$ cat src/hdl/gwei_pkg.sv
`timescale 1ns / 1ps
// ----------------------------------------------------------------------------
// gwei_pkg: shared types and constants
// Opcodes, status codes, trigger bits and the result record of the GPIO block.
// ----------------------------------------------------------------------------
package gwei_pkg;

   localparam int NUM_LINES_DEFAULT = 6;

   localparam int OPCODE_W   = 4;
   localparam int LINE_W     = 3;
   localparam int DATA_W     = 32;
   localparam int STATUS_W   = 2;
   localparam int PIN_W      = 6;
   localparam int TRIG_W     = 4;
   localparam int CSR_IDX_W  = 4;

   // interrupt-capable lines
   localparam logic [LINE_W-1:0] IRQ_LINE_FOUR = 3'd4;
   localparam logic [LINE_W-1:0] IRQ_LINE_FIVE = 3'd5;

   // trigger bits
   localparam int TRIG_RISE_BIT = 0;
   localparam int TRIG_FALL_BIT = 1;
   localparam int TRIG_HIGH_BIT = 2;
   localparam int TRIG_LOW_BIT  = 3;

   localparam logic [TRIG_W-1:0] TRIG_FOUR_RESET = 4'd2;
   localparam logic [TRIG_W-1:0] TRIG_FIVE_RESET = 4'd1;

   typedef enum logic [OPCODE_W-1:0] {
      OP_DIR_IN    = 4'd0,
      OP_DIR_OUT   = 4'd1,
      OP_WRITE     = 4'd2,
      OP_READ_LVL  = 4'd3,
      OP_READ_DIR  = 4'd4,
      OP_INJECT    = 4'd5,
      OP_MASK      = 4'd6,
      OP_UNMASK    = 4'd7,
      OP_READ_CNT  = 4'd8,
      OP_READ_TIME = 4'd9
   } op_type;

   typedef enum logic [STATUS_W-1:0] {
      ST_OK        = 2'd0,
      ST_RANGE     = 2'd1,
      ST_NOT_IRQ   = 2'd2
   } status_type;

   typedef enum logic [CSR_IDX_W-1:0] {
      CSR_TRIG_FOUR = 4'd0,
      CSR_TRIG_FIVE = 4'd1
   } csr_idx_type;

   typedef struct packed {
      logic [STATUS_W-1:0] status;
      logic [DATA_W-1:0]   read_data;
      logic                irq_pulse;
      logic                irq_source;
      logic [PIN_W-1:0]    pin_levels;
   } rsp_type;

endpackage

$ cat src/hdl/gwei_core.sv
`timescale 1ns / 1ps
// ----------------------------------------------------------------------------
// gwei_core: line state and access decode
// Holds levels, directions, masks, trigger registers, interrupt count and
// time stamp; decodes one transaction per cycle and forms its result.
// ----------------------------------------------------------------------------
module gwei_core #(
   parameter int NUM_LINES = gwei_pkg::NUM_LINES_DEFAULT
) (
   input  logic                          clock,
   input  logic                          reset,
   input  logic                          accept,
   input  logic [gwei_pkg::OPCODE_W-1:0] opcode,
   input  logic [gwei_pkg::LINE_W-1:0]   line_number,
   input  logic                          level,
   input  logic                          irq_index,
   input  logic [gwei_pkg::DATA_W-1:0]   time_ms,
   input  logic                          csr_write,
   input  logic [gwei_pkg::CSR_IDX_W-1:0] csr_index,
   input  logic [gwei_pkg::TRIG_W-1:0]   csr_data,
   output gwei_pkg::rsp_type             result
);
   import gwei_pkg::*;

   logic [NUM_LINES-1:0] levels_ff, levels_in;
   logic [NUM_LINES-1:0] dirs_ff, dirs_in;
   logic [1:0]           masks_ff, masks_in;
   logic [DATA_W-1:0]    count_ff, count_in;
   logic [DATA_W-1:0]    stamp_ff, stamp_in;
   logic [TRIG_W-1:0]    trig_four_ff, trig_five_ff;

   logic                 in_range;
   logic [NUM_LINES-1:0] line_bit;
   logic [NUM_LINES-1:0] levels_wr;
   logic [NUM_LINES-1:0] levels_sh;
   logic [NUM_LINES-1:0] dirs_sh;
   logic                 is_four, is_five;
   logic [TRIG_W-1:0]    trig;
   logic                 old_lvl;
   logic                 fire;
   logic [1:0]           idx_bit;

   assign in_range  = 32'(line_number) < 32'(NUM_LINES);
   assign line_bit  = in_range ? (NUM_LINES'(1) << line_number) : '0;
   assign levels_wr = level ? (levels_ff | line_bit) : (levels_ff & ~line_bit);
   assign levels_sh = levels_ff >> line_number;
   assign dirs_sh   = dirs_ff >> line_number;
   assign is_four   = line_number == IRQ_LINE_FOUR;
   assign is_five   = line_number == IRQ_LINE_FIVE;
   assign trig      = is_five ? trig_five_ff : trig_four_ff;
   assign old_lvl   = levels_sh[0];
   assign idx_bit   = 2'(1) << irq_index;
   assign fire      = (old_lvl && !level && trig[TRIG_FALL_BIT]) ||
                      (!old_lvl && level && trig[TRIG_RISE_BIT]) ||
                      trig[TRIG_HIGH_BIT] || trig[TRIG_LOW_BIT];

   always_comb begin
      levels_in         = levels_ff;
      dirs_in           = dirs_ff;
      masks_in          = masks_ff;
      count_in          = count_ff;
      stamp_in          = stamp_ff;
      result.status     = ST_OK;
      result.read_data  = '0;
      result.irq_pulse  = 1'b0;
      result.irq_source = 1'b0;
      if (opcode <= OP_INJECT && !in_range) begin
         result.status = ST_RANGE;
      end else begin
         unique case (op_type'(opcode))
            OP_DIR_IN: begin
               dirs_in = dirs_ff & ~line_bit;
            end
            OP_DIR_OUT: begin
               dirs_in   = dirs_ff | line_bit;
               levels_in = levels_wr;
            end
            OP_WRITE: begin
               levels_in = levels_wr;
            end
            OP_READ_LVL: begin
               result.read_data = DATA_W'(levels_sh[0]);
            end
            OP_READ_DIR: begin
               result.read_data = DATA_W'(dirs_sh[0]);
            end
            OP_INJECT: begin
               if (!is_four && !is_five) begin
                  result.status = ST_NOT_IRQ;
               end else begin
                  levels_in         = levels_wr;
                  result.irq_source = is_five;
                  if (fire) begin
                     count_in         = count_ff + DATA_W'(1);
                     stamp_in         = time_ms;
                     result.irq_pulse = !masks_ff[is_five];
                  end
               end
            end
            OP_MASK: begin
               masks_in = masks_ff | idx_bit;
            end
            OP_UNMASK: begin
               masks_in = masks_ff & ~idx_bit;
            end
            OP_READ_CNT: begin
               result.read_data = count_ff;
            end
            OP_READ_TIME: begin
               result.read_data = stamp_ff;
            end
            default: begin
            end
         endcase
      end
      result.pin_levels = levels_in[PIN_W-1:0];
   end

   always_ff @(posedge clock) begin
      if (reset) begin
         levels_ff    <= NUM_LINES'(1) << IRQ_LINE_FOUR;
         dirs_ff      <= '0;
         masks_ff     <= '0;
         count_ff     <= '0;
         stamp_ff     <= '0;
         trig_four_ff <= TRIG_FOUR_RESET;
         trig_five_ff <= TRIG_FIVE_RESET;
      end else begin
         if (accept) begin
            levels_ff <= levels_in;
            dirs_ff   <= dirs_in;
            masks_ff  <= masks_in;
            count_ff  <= count_in;
            stamp_ff  <= stamp_in;
         end
         if (csr_write && csr_index == CSR_TRIG_FOUR) begin
            trig_four_ff <= csr_data;
         end
         if (csr_write && csr_index == CSR_TRIG_FIVE) begin
            trig_five_ff <= csr_data;
         end
      end
   end

endmodule

$ cat src/hdl/gpio_with_edge_interrupts.sv
`timescale 1ns / 1ps
// Results are registered in the output register, or in the skid register
// under rsp_stall. Throughput: one transaction per cycle while req_stall is
// low; the two entries keep req_stall registered and absorb one rsp_stall.
// Reset: synchronous, active high; line four high, all else low, both
// interrupts unmasked, triggers falling (line four) and rising (line five).
// ----------------------------------------------------------------------------
// gpio_with_edge_interrupts: six-line GPIO with edge and level interrupts
// Top level: request handshake, configuration writes and result buffering.
// ----------------------------------------------------------------------------
module gpio_with_edge_interrupts #(
   parameter int NUM_LINES = gwei_pkg::NUM_LINES_DEFAULT
) (
   input  logic                           clock,
   input  logic                           reset,
   input  logic                           req_valid,
   output logic                           req_stall,
   input  logic [gwei_pkg::OPCODE_W-1:0]  req_opcode,
   input  logic [gwei_pkg::LINE_W-1:0]    req_line_number,
   input  logic                           req_level,
   input  logic                           req_irq_index,
   input  logic [gwei_pkg::DATA_W-1:0]    req_time_ms,
   output logic                           rsp_valid,
   input  logic                           rsp_stall,
   output logic [gwei_pkg::STATUS_W-1:0]  rsp_status,
   output logic [gwei_pkg::DATA_W-1:0]    rsp_read_data,
   output logic                           rsp_irq_pulse,
   output logic                           rsp_irq_source,
   output logic [gwei_pkg::PIN_W-1:0]     rsp_pin_levels,
   input  logic                           csr_valid,
   output logic                           csr_ready,
   input  logic [gwei_pkg::CSR_IDX_W-1:0] csr_index,
   input  logic [gwei_pkg::TRIG_W-1:0]    csr_data
);
   import gwei_pkg::*;

   rsp_type result;
   rsp_type out_ff, skid_ff;
   logic    out_valid_ff, skid_valid_ff;
   logic    accept;
   logic    out_free;

   assign req_stall = skid_valid_ff;
   assign accept    = req_valid && !skid_valid_ff;
   assign out_free  = !out_valid_ff || !rsp_stall;
   assign csr_ready = 1'b1;

   gwei_core #(
      .NUM_LINES(NUM_LINES)
   ) u_core (
      .clock      (clock),
      .reset      (reset),
      .accept     (accept),
      .opcode     (req_opcode),
      .line_number(req_line_number),
      .level      (req_level),
      .irq_index  (req_irq_index),
      .time_ms    (req_time_ms),
      .csr_write  (csr_valid && csr_ready),
      .csr_index  (csr_index),
      .csr_data   (csr_data),
      .result     (result)
   );

   always_ff @(posedge clock) begin
      if (reset) begin
         out_valid_ff  <= 1'b0;
         skid_valid_ff <= 1'b0;
      end else if (out_free) begin
         // drain the skid first, else take the new transaction
         out_valid_ff  <= skid_valid_ff || accept;
         skid_valid_ff <= 1'b0;
      end else if (accept) begin
         skid_valid_ff <= 1'b1;
      end
   end

   always_ff @(posedge clock) begin
      if (out_free) begin
         out_ff <= skid_valid_ff ? skid_ff : result;
      end else if (accept) begin
         skid_ff <= result;
      end
   end

   assign rsp_valid      = out_valid_ff;
   assign rsp_status     = out_ff.status;
   assign rsp_read_data  = out_ff.read_data;
   assign rsp_irq_pulse  = out_ff.irq_pulse;
   assign rsp_irq_source = out_ff.irq_source;
   assign rsp_pin_levels = out_ff.pin_levels;

   a_skid_needs_out: assert property (@(posedge clock) disable iff (reset)
      skid_valid_ff |-> out_valid_ff)
      else $error("skid entry held without a result in the output register");

   a_skid_on_stall: assert property (@(posedge clock) disable iff (reset)
      $rose(skid_valid_ff) |-> $past(rsp_stall) && $past(out_valid_ff))
      else $error("skid filled while the output register was free");

   a_pulse_ok: assert property (@(posedge clock) disable iff (reset)
      out_valid_ff && out_ff.irq_pulse |-> out_ff.status == ST_OK)
      else $error("interrupt pulse on a failed transaction");

endmodule
$ cat config.mk
export PLATFORM = sky130hd
export DESIGN_NAME = gpio_with_edge_interrupts
export DESIGN_NICKNAME = d
export VERILOG_FILES = /design/src/hdl/gwei_pkg.sv /design/src/hdl/gwei_core.sv /design/src/hdl/gpio_with_edge_interrupts.sv
export SDC_FILE = /design/constraint.sdc
export NUM_CORES = 1
export LEC_CHECK = 0
export ABC_AREA = 1
export BUFFER_PORTS_ARGS = -buffer_cell sky130_fd_sc_hd__buf_2
export CORE_ASPECT_RATIO = 0.5
export CORE_UTILIZATION = 53
export DETAILED_ROUTE_END_ITERATION = 10
export PLACE_DENSITY = 0.75
export SKIP_CTS_REPAIR_TIMING = 1
export SYNTH_ARGS = -nofsm -noshare
export SYNTH_HDL_FRONTEND = slang
export SYNTH_SLANG_ARGS = --single-unit
$ cat constraint.sdc
create_clock -name clock -period 3.86 [get_ports clock]
set_input_delay 0.193 -clock clock [delete_from_list [all_inputs] [get_ports clock]]
set_output_delay 0.193 -clock clock [all_outputs]
set_load 0.005 [all_outputs]
==> metrics.yaml, run 1 <==
status: "finished with violations"
violations: "negative hold slack"
synth_area_sq_um: 8130
cts_tree: "built"
worstHoldStart: "req_time_ms[26]"
final_antenna_net_count: 0
clk_path_buf_depth: 2
yosysTopAreaCell: "edfxtp_1"
crit_slowest_cell: "buf_4"
synth_top_cell_area_share: 0.310
endpoint_kind: "register"
drc: 0
r2r-start: "req_stall"
numClockSinks: 172
period_minus_slack_ns: 2.29
wl_per_cell_um: 15.2
gr-total-overflow: 0
drt_iter0_drc: 705
io_pins: 99
hold_path_depth: 3
rsz0062_at_grt: "no"
r2r-end: "u_core.count_ff[30]"
grt_pass1_wl_mm: 33.3
fillCellCount: 1340
critical_path.max_fanout: 32
crit_type: "reg -> reg"
tns_ns: 0
die_x_um: 177
startpoint_type: "register"
post-route-period-util: 0.592
power.density_nw_per_um2: 406
final_nets: 1201
yosys_warnings: 0
leakage_nw: 4.06
synth-edff-count: 84
pwr-share-comb: 0.062
clock_latency_ns: 0.43
fp.dieH_um: 89.6
grt_pass1_vias: 6606
die_area_sq_um: 15900
fmax_mhz: 438
finalPower_w: 0.00380
synth-main-ff-cell: "dfxtp_1"
ys_seq_elements: 172
cts-root-buf: "clkbuf_16"
clock_skew_ns: 0.0181
hold_viol_final: 9
grt_max_degree: 51
p_seq_frac: 0.517
dp_hpwl_mm: 13.8
yosysSeqAreaShare: 0.527
synth_area_leaders: "edfxtp_1 31%, dfxtp_1 22%, nand2_1 17%"
critPathRequiredTime_ns: 4.14
gp_congestion: 0.973
area_growth_pct: 15.0
synth_area_per_cell_sq_um: 7.67
fin_cells: 1357
drv_slew: 0
antenna_cells: 0
synthArstFlopShare: 0
clock_power_share: 0.421
rrSetupSlack_ns: 1.57
swShare: 0.246
cp_top_family: "buffers and inverters"
row_count: 31
setup_violations: 0
timing.hold.ws_ns: -0.00707
numCtsBuffers: 17
yosysMostFrequentCell: "nand2_1"
wirelength_mm: 20.6
max_slew.worst_pin.slew_ns: 1.14
ir_worst_vdd_uv: 286
min_path_type: "in -> reg"
rr_worst_depth: 8
max_stage_delay_ns: 0.37
core_region_area_sq_um: 14700
relSlewSlack: 0.235
track_usage: 0.271
drive_above_1_share: 0.133
initial_utilization: 0.552
hold_end: "u_core.stamp_ff[26]"
synthDistinctLibCells: 33
dp.cells: 1321
cts.clk_slew.worst_paths_ns: 0.07
cp_common_cell: "buf_4"
dr.pass1.iters: 5
vias_per_cell: 5.36
maxCapViolCount: 0
synth_commonest_cells: "361 x nand2_1, 146 x nor2_1, 100 x inv_1, 88 x dfxtp_1, 84 x edfxtp_1"
synth_nets: 1116
synth_cells: 1061
intPower_w: 0.00287
critPathBufInv: 3
p_switching_w: 0.000936
antenna_found_initial: 0
vias: 7270
cts-htree-levels: 4
numPortBuffers: 97
worstPathCellList: "nor2_1 > inv_1 > nor2_2 > buf_4 > nand3_4 > buf_4 > nand2_1 > a21oi_1"
worst-endpoint-arrival_ns: 2.57
[metal layers]
| metal | routed length (um) | global-route usage |
|---|---|---|
| met2 | 8730 | 0.412 |
| met5 | 0 | 0 |
| met3 | 1580 | 0.0551 |
| met1 | 10100 | 0.396 |
| met4 | 190 | 0.0721 |
[flip-flops by register name (all words and copies together), names as in the netlist, 2 cells and up, named ones only]
signal,flops
u_core.trig_four_ff,4
u_core.trig_five_ff,4
rsp_status,2
u_core.stamp_ff,32
rsp_read_data,32
u_core.levels_ff,6
rsp_pin_levels,6
skid_ff,42
u_core.count_ff,32
[how the worst max path moves through the flow]
stage,endpoint,startpoint,slack (ns),cells after the start
floorplan,skid_ff[0],rsp_valid,0.21,2
global placement,rsp_read_data[14],req_opcode[3],1.56,8
detailed placement,u_core.stamp_ff[18],req_line_number[2],1.51,13
CTS,u_core.count_ff[30],req_stall,1.62,8
global route,u_core.stamp_ff[20],u_core.levels_ff[2],1.34,13
finish,u_core.count_ff[30],req_stall,1.57,8
[worst reg2reg max path, stage by stage (launching register included)]
cell	delay, ns
dfxtp_1	0.31
nor2_1	0.20
inv_1	0.29
nor2_2	0.16
buf_4	0.37
nand3_4	0.30
buf_4	0.33
nand2_1	0.10
a21oi_1	0.06
[power by group through the flow]
stage	sequential, W	combinational (W)	clock (W)
floorplan	0.00201	0.000120	0
global placement	0.00201	0.000223	0
detailed placement	0.00201	0.000230	0
CTS	0.00197	0.000231	0.00162
global route	0.00197	0.000263	0.00170
finish	0.00197	0.000236	0.00160
[kinds of logic after synthesis]
| family | share of synthesized area |
|---|---|
| AO/OA/AOI/OAI | 0.0791 |
| adder cells (fa/ha/maj) | 0.00154 |
| flip-flops | 0.527 |
| AND/OR/NAND/NOR | 0.300 |
| other | 0.000461 |
| buffers and inverters | 0.0766 |
| XOR/XNOR | 0.0151 |
[placed cells by master (no fill, tap or decap), types with 5 or more instances in the layout]
cell type	count
xor2_1	12
dfxtp_1	88
nand4_1	32
buf_2	97
a21oi_1	51
nor2_1	144
o22ai_1	20
o21ai_1	5
inv_1	100
o21ai_0	37
buf_4	13
nand3_1	45
clkbuf_16	17
edfxtp_1	84
nand2_1	360
[final cells by class]
| class | instances | area, sq um | share of cell area |
|---|---|---|---|
| clock buffers | 18 | 429 | 0.0459 |
| clock inverters | 14 | 114 | 0.0122 |
| inverters | 104 | 390 | 0.0417 |
| multi-input cells | 736 | 3250 | 0.347 |
| flip-flops and latches | 172 | 4280 | 0.458 |
| well taps | 198 | 248 | 0.0265 |
| repair buffers | 115 | 643 | 0.0688 |
[per-stage QoR]
stage          hold slack (ns)  worst slack [ns]   util  area (sq um)
2_1_floorplan            0.319             0.209      -          8130
3_3_place_gp             0.414              1.56  0.595          8770
3_5_place_dp             0.424              1.51  0.595          8770
4_1_cts                -0.0218              1.62  0.632          9310
5_1_grt                0.00210              1.34  0.635          9350
6_report              -0.00707              1.57  0.635          9350
Power figures use the tool's default switching activity.
==> run 2, diff against run 1 <==
--- a/config.mk
+++ b/config.mk
@@ -8,9 +8,9 @@
 export ABC_AREA = 1
 export BUFFER_PORTS_ARGS = -buffer_cell sky130_fd_sc_hd__buf_2
 export CORE_ASPECT_RATIO = 0.5
-export CORE_UTILIZATION = 53
+export CORE_UTILIZATION = 58
 export DETAILED_ROUTE_END_ITERATION = 10
-export PLACE_DENSITY = 0.75
+export PLACE_DENSITY = 0.78
 export SKIP_CTS_REPAIR_TIMING = 1
 export SYNTH_ARGS = -nofsm -noshare
 export SYNTH_HDL_FRONTEND = slang
==> constraint.sdc (replaced) <==
create_clock -name clock -period 2.15 [get_ports clock]
set_input_delay 0.1075 -clock clock [delete_from_list [all_inputs] [get_ports clock]]
set_output_delay 0.1075 -clock clock [all_outputs]
set_load 0.005 [all_outputs]
==> metrics.yaml, run 2 (same netlist as run 1, synthesis figures left out) <==
dp_hpwl_mm: 14.1  # was 13.8 mm
rsz0062_at_grt: "no"  # unchanged
cp_top_family: "simple AND/OR/NAND/NOR gates"  # was buffers and inverters
rrSetupSlack_ns: 0.19  # was 1.57 ns
vias_per_cell: 5.33  # was 5.36
row_count: 30  # was 31
antenna_found_initial: 0  # unchanged
final_cell_mix: "360 x nand2_1, 143 x nor2_1, 100 x inv_1"  # was 360 x nand2_1, 144 x nor2_1, 100 x inv_1
drv_slew: 0  # unchanged
min_path_type: "in -> reg"  # unchanged
cts-htree-levels: 4  # unchanged
leakage_nw: 4.25  # was 4.06 nW
startpoint: "u_core.count_ff[0]"  # was req_stall
worstPathCellList: "ha_1 > nand3_1 > nor2_2 > inv_1 > nor2_1 > xor2_1 > nand4_1 > a21oi_1"  # was nor2_1 > inv_1 > nor2_2 > buf_4 > nand3_4 > buf_4 > nand2_1 > a21oi_1
io_pins: 99  # unchanged
final_nets: 1242  # was 1201
worst-endpoint-arrival_ns: 2.30  # was 2.57 ns
cts_tree: "built"  # unchanged
post-route-period-util: 0.913  # was 0.592
crit_slowest_cell: "dfxtp_1"  # was buf_4
period_minus_slack_ns: 1.96  # was 2.29 ns
placed_cell_area_sq_um: 8870  # was 8770 sq um
numPortBuffers: 97  # unchanged
core_region_area_sq_um: 13600  # was 14700 sq um
drt_iter0_drc: 858  # was 705
vias: 7415  # was 7270
cts-root-buf: "clkbuf_16"  # unchanged
wl_per_cell_um: 15.1  # was 15.2 um
critical_path.max_fanout: 6  # was 32
maxCapViolCount: 0  # unchanged
gp_congestion: 0.947  # was 0.973
critPathRequiredTime_ns: 2.49  # was 4.14 ns
r2r-start: "u_core.count_ff[0]"  # was req_stall
rr_worst_depth: 8  # unchanged
grt_pass1_vias: 6545  # was 6606
ir_worst_vdd_uv: 488  # was 286 uV
max_slew.worst_pin.slew_ns: 0.730  # was 1.14 ns
stdcell_area_sq_um: 9770  # was 9350 sq um
die_area_sq_um: 14500  # was 15900 sq um
fin_ws_ns: 0.188  # was 1.57 ns
crit_type: "reg -> reg"  # unchanged
drc: 0  # unchanged
clock_skew_ns: 0.0143  # was 0.0181 ns
largest_register_ffs: 42  # unchanged
critPathBufInv: 1  # was 3
fmax_mhz: 510  # was 438 MHz
antenna_cells: 0  # unchanged
dr.pass1.iters: 5  # unchanged
power.density_nw_per_um2: 704  # was 406 nW/um^2
track_usage: 0.291  # was 0.271
setup_violations: 0  # unchanged
final_antenna_net_count: 0  # unchanged
numClockSinks: 172  # unchanged
numCtsBuffers: 17  # unchanged
tns_ns: 0  # unchanged
fp.dieH_um: 85.7  # was 89.6 um
drive_above_1_share: 0.137  # was 0.133
r2r-end: "u_core.count_ff[14]"  # was u_core.count_ff[30]
initial_utilization: 0.597  # was 0.552
endpoint_kind: "register"  # unchanged
wirelength_mm: 21.0  # was 20.6 mm
clk_path_buf_depth: 2  # unchanged
hold_viol_final: 0  # was 9
die_x_um: 169  # was 177 um
status: "completed"  # was finished with violations
max_stage_delay_ns: 0.42  # was 0.37 ns
area_growth_pct: 20.1  # was 15.0%
regMostFlops: "skid_ff"  # unchanged
startpoint_type: "register"  # unchanged
crit_path_end: "u_core.count_ff[14]"  # was u_core.count_ff[30]
pre_cts_slack_ns: 0.141  # was 1.51 ns
clock_latency_ns: 0.42  # was 0.43 ns
relSlewSlack: 0.512  # was 0.235
cts.clk_slew.worst_paths_ns: 0.07  # about the same
grt_max_degree: 46  # was 51
layout_commonest_cell: "nand2_1"  # unchanged
gr-total-overflow: 0  # unchanged
cp_num_cells: 8  # unchanged
grt_pass1_wl_mm: 33.0  # was 33.3 mm
-- run 2: changes by cell type in the layout (fill, tap and decap cells not counted) --
cell           delta
dlygate4sd3_1    +32
buf_4             +6
inv_6             +3
clkinv_4          -1
buf_12            +3
inv_8             -2
nor2_1            -1
nor2_2            +1
-- run 2: area by class of cell --
class	count	area (sq um)
Sequential cell	172	4280
Fill cell	1097	3860
Multi-Input combinational cell	736	3250
Timing Repair Buffer	156	1070
Clock buffer	18	429
Inverter	104	390
Tap cell	192	240
Clock inverter	14	109
-- run 2: tightest hold or removal path: stages --
cell	delay, ns
buf_2	0.10
inv_1	0.08
a31oi_1	0.08
-- run 2: stage by stage --
stage / power, W / utilization / instances / hold WS, ns
final: 0.00688 / 0.717 / 1392 / 0.00390
after CTS: 0.00685 / 0.690 / 1356 / -0.0961
after global placement: 0.00401 / 0.651 / 1324 / 0.328
after detailed placement: 0.00402 / 0.651 / 1324 / 0.335
after global routing: 0.00709 / 0.717 / 1392 / 0.0222
after floorplan: 0.00383 / - / 1061 / 0.234
-- run 2: worst min-delay path by stage --
stage                             endpoint  cells after the start            start  slack, ns
floorplan           u_core.trig_five_ff[0]                      2      csr_data[0]       0.23
global placement       u_core.stamp_ff[28]                      3  req_time_ms[28]       0.33
CTS                    u_core.stamp_ff[11]                      3  req_time_ms[11]       -0.1
finish                           rsp_valid                      3        req_valid      0.004
detailed placement     u_core.stamp_ff[11]                      3  req_time_ms[11]       0.33
global route                     rsp_valid                      3        req_valid       0.02
-- run 2: layer usage --
metal	track usage	wire length [um]	vias to the layer above
li1	-	-	3681
met1	0.431	9950	3394
met2	0.451	9210	318
met3	0.0434	1640	22
met4	0.0680	189	0
met5	0	0	-
-- run 2: report_power, final --
part           switching [W]  internal [W]
clock network        0.00137       0.00150
logic               0.000297      0.000185
registers          0.0000226       0.00351
==> run 3, diff against run 2 <==
==> constraint.sdc (replaced) <==
create_clock -name clock -period 2.2 [get_ports clock]
set_input_delay 0.11 -clock clock [delete_from_list [all_inputs] [get_ports clock]]
set_output_delay 0.11 -clock clock [all_outputs]
set_load 0.005 [all_outputs]
==> metrics.yaml, run 3 (same netlist as run 1, synthesis figures left out) <==
status: "finished with violations"  # was completed
violations: "negative hold slack"
dp_hpwl_mm: 13.5  # was 14.1 mm
max_slew.worst_pin.slew_ns: 0.790  # was 0.730 ns
final_antenna_net_count: 0  # unchanged
layout_commonest_cell: "nand2_1"  # unchanged
placed_cell_area_sq_um: 8840  # was 8870 sq um
vias_per_cell: 5.30  # was 5.33
gp_congestion: 0.928  # was 0.947
cts.clk_slew.worst_paths_ns: 0.07  # about the same
grt_max_degree: 47  # was 46
vias: 7376  # was 7415
crit_slowest_cell: "dfxtp_1"  # unchanged
critPathRequiredTime_ns: 2.56  # was 2.49 ns
pwr-share-comb: 0.068  # was 0.070
area_growth_pct: 20.2  # was 20.1%
min_path_type: "in -> reg"  # unchanged
stdcell_area_sq_um: 9770  # about the same
clk_path_buf_depth: 2  # unchanged
clock_power_share: 0.427  # was 0.417
dr.pass1.iters: 5  # unchanged
numPortBuffers: 97  # unchanged
power.density_nw_per_um2: 699  # was 704 nW/um^2
critical_path.max_fanout: 6  # unchanged
cts-htree-levels: 4  # unchanged
clock_skew_ns: 0.0118  # was 0.0143 ns
gr-total-overflow: 0  # unchanged
final_nets: 1242  # unchanged
cts-root-buf: "clkbuf_16"  # unchanged
swShare: 0.240  # was 0.245
track_usage: 0.285  # was 0.291
wirelength_mm: 20.7  # was 21.0 mm
cts_tree: "built"  # unchanged
hold_viol_final: 1  # was 0
grt_pass1_vias: 6358  # was 6545
row_count: 30  # unchanged
worstPathCellList: "ha_1 > nand3_1 > nor2_1 > inv_1 > nor2_1 > nand3_1 > nand2_1 > nand4_1 > a21oi_1"  # was ha_1 > nand3_1 > nor2_2 > inv_1 > nor2_1 > xor2_1 > nand4_1 > a21oi_1
tns_ns: 0  # unchanged
antenna_found_initial: 0  # unchanged
fin_ws_ns: 0.180  # was 0.188 ns
initial_utilization: 0.597  # unchanged
drive_above_1_share: 0.135  # was 0.137
startpoint_type: "register"  # unchanged
p_switching_w: 0.00164  # was 0.00169 W
drc: 0  # unchanged
pre_cts_slack_ns: 0.231  # was 0.141 ns
maxCapViolCount: 0  # unchanged
wl_per_cell_um: 14.8  # was 15.1 um
setup_violations: 0  # unchanged
max_stage_delay_ns: 0.42  # about the same
fillCellCount: 1071  # was 1097
leakage_nw: 4.25  # about the same
endpoint_kind: "register"  # unchanged
drt_iter0_drc: 670  # was 858
dp.cells: 1324  # unchanged
io_pins: 99  # unchanged
final_cell_mix: "360 x nand2_1, 144 x nor2_1, 100 x inv_1"  # was 360 x nand2_1, 143 x nor2_1, 100 x inv_1
die_area_sq_um: 14500  # unchanged
post-route-period-util: 0.918  # was 0.913
core_region_area_sq_um: 13600  # unchanged
rsz0062_at_grt: "no"  # unchanged
fin_cells: 1393  # was 1392
worst-endpoint-arrival_ns: 2.38  # was 2.30 ns
crit_type: "reg -> reg"  # unchanged
grt_pass1_wl_mm: 32.1  # was 33.0 mm
drv_slew: 0  # unchanged
numClockSinks: 172  # unchanged
die_x_um: 169  # unchanged
largest_register_ffs: 42  # unchanged
regMostFlops: "skid_ff"  # unchanged
ir_worst_vdd_uv: 622  # was 488 uV
clock_latency_ns: 0.42  # about the same
fmax_mhz: 495  # was 510 MHz
p_seq_frac: 0.505  # was 0.513
fp.dieH_um: 85.7  # unchanged
numCtsBuffers: 17  # unchanged
timing.hold.ws_ns: -0.00593  # was 0.00390 ns
relSlewSlack: 0.472  # was 0.512
intPower_w: 0.00519  # about the same
period_minus_slack_ns: 2.02  # was 1.96 ns
==> run 3: power by group through the flow <==
| stage | clock (W) | combinational (W) | sequential (W) |
|---|---|---|---|
| 5_1_grt | 0.00306 | 0.000511 | 0.00345 |
| 3_3_place_gp | 0 | 0.000399 | 0.00352 |
| 3_5_place_dp | 0 | 0.000405 | 0.00352 |
| 4_1_cts | 0.00294 | 0.000408 | 0.00345 |
| 2_1_floorplan | 0 | 0.000212 | 0.00353 |
| 6_report | 0.00292 | 0.000465 | 0.00345 |
==> run 3: routing by layer <==
layer | vias to the layer above | global-route usage | wire [um]
met1 | 3353 | 0.422 | 9920
met4 | 0 | 0.0688 | 224
li1 | 3688 | - | -
met2 | 311 | 0.435 | 8960
met5 | - | 0 | 0
met3 | 24 | 0.0503 | 1580
==> run 3: worst paths after layout <==
kind	from	to	slack, ns	depth (start not counted)
max	u_core.count_ff[0]	u_core.count_ff[30]	0.18	9
min	csr_index[1]	u_core.trig_four_ff[1]	-0.006	3
max reg2reg	u_core.count_ff[0]	u_core.count_ff[30]	0.18	9
min reg2reg	register	register	0.45	2
==> run 3: critical path: cells and delay by family (launching register included) <==
kind | cells | cell delay, ns
fa+ha+maj | 1 | 0.27
flops | 1 | 0.42
buf+inv | 1 | 0.07
simple gates | 6 | 1.04
compound gates | 1 | 0.15
==> run 3: cell type report <==
| type | count | area (sq um) | area share |
|---|---|---|---|
| well taps | 192 | 240 | 0.0246 |
| multi-input cells | 736 | 3250 | 0.332 |
| inverters | 104 | 390 | 0.0399 |
| clock inverters | 14 | 138 | 0.0141 |
| clock buffers | 18 | 429 | 0.0439 |
| flip-flops and latches | 172 | 4280 | 0.438 |
| repair buffers | 156 | 1040 | 0.107 |
| diodes | 1 | 2.50 | 0.000256 |
==> run 3: per-stage QoR <==
stage	power, W	utilization
final	0.00683	0.717
after global routing	0.00703	0.717
after CTS	0.00679	0.691
after detailed placement	0.00392	0.649
after global placement	0.00392	0.649
after floorplan	0.00374	-
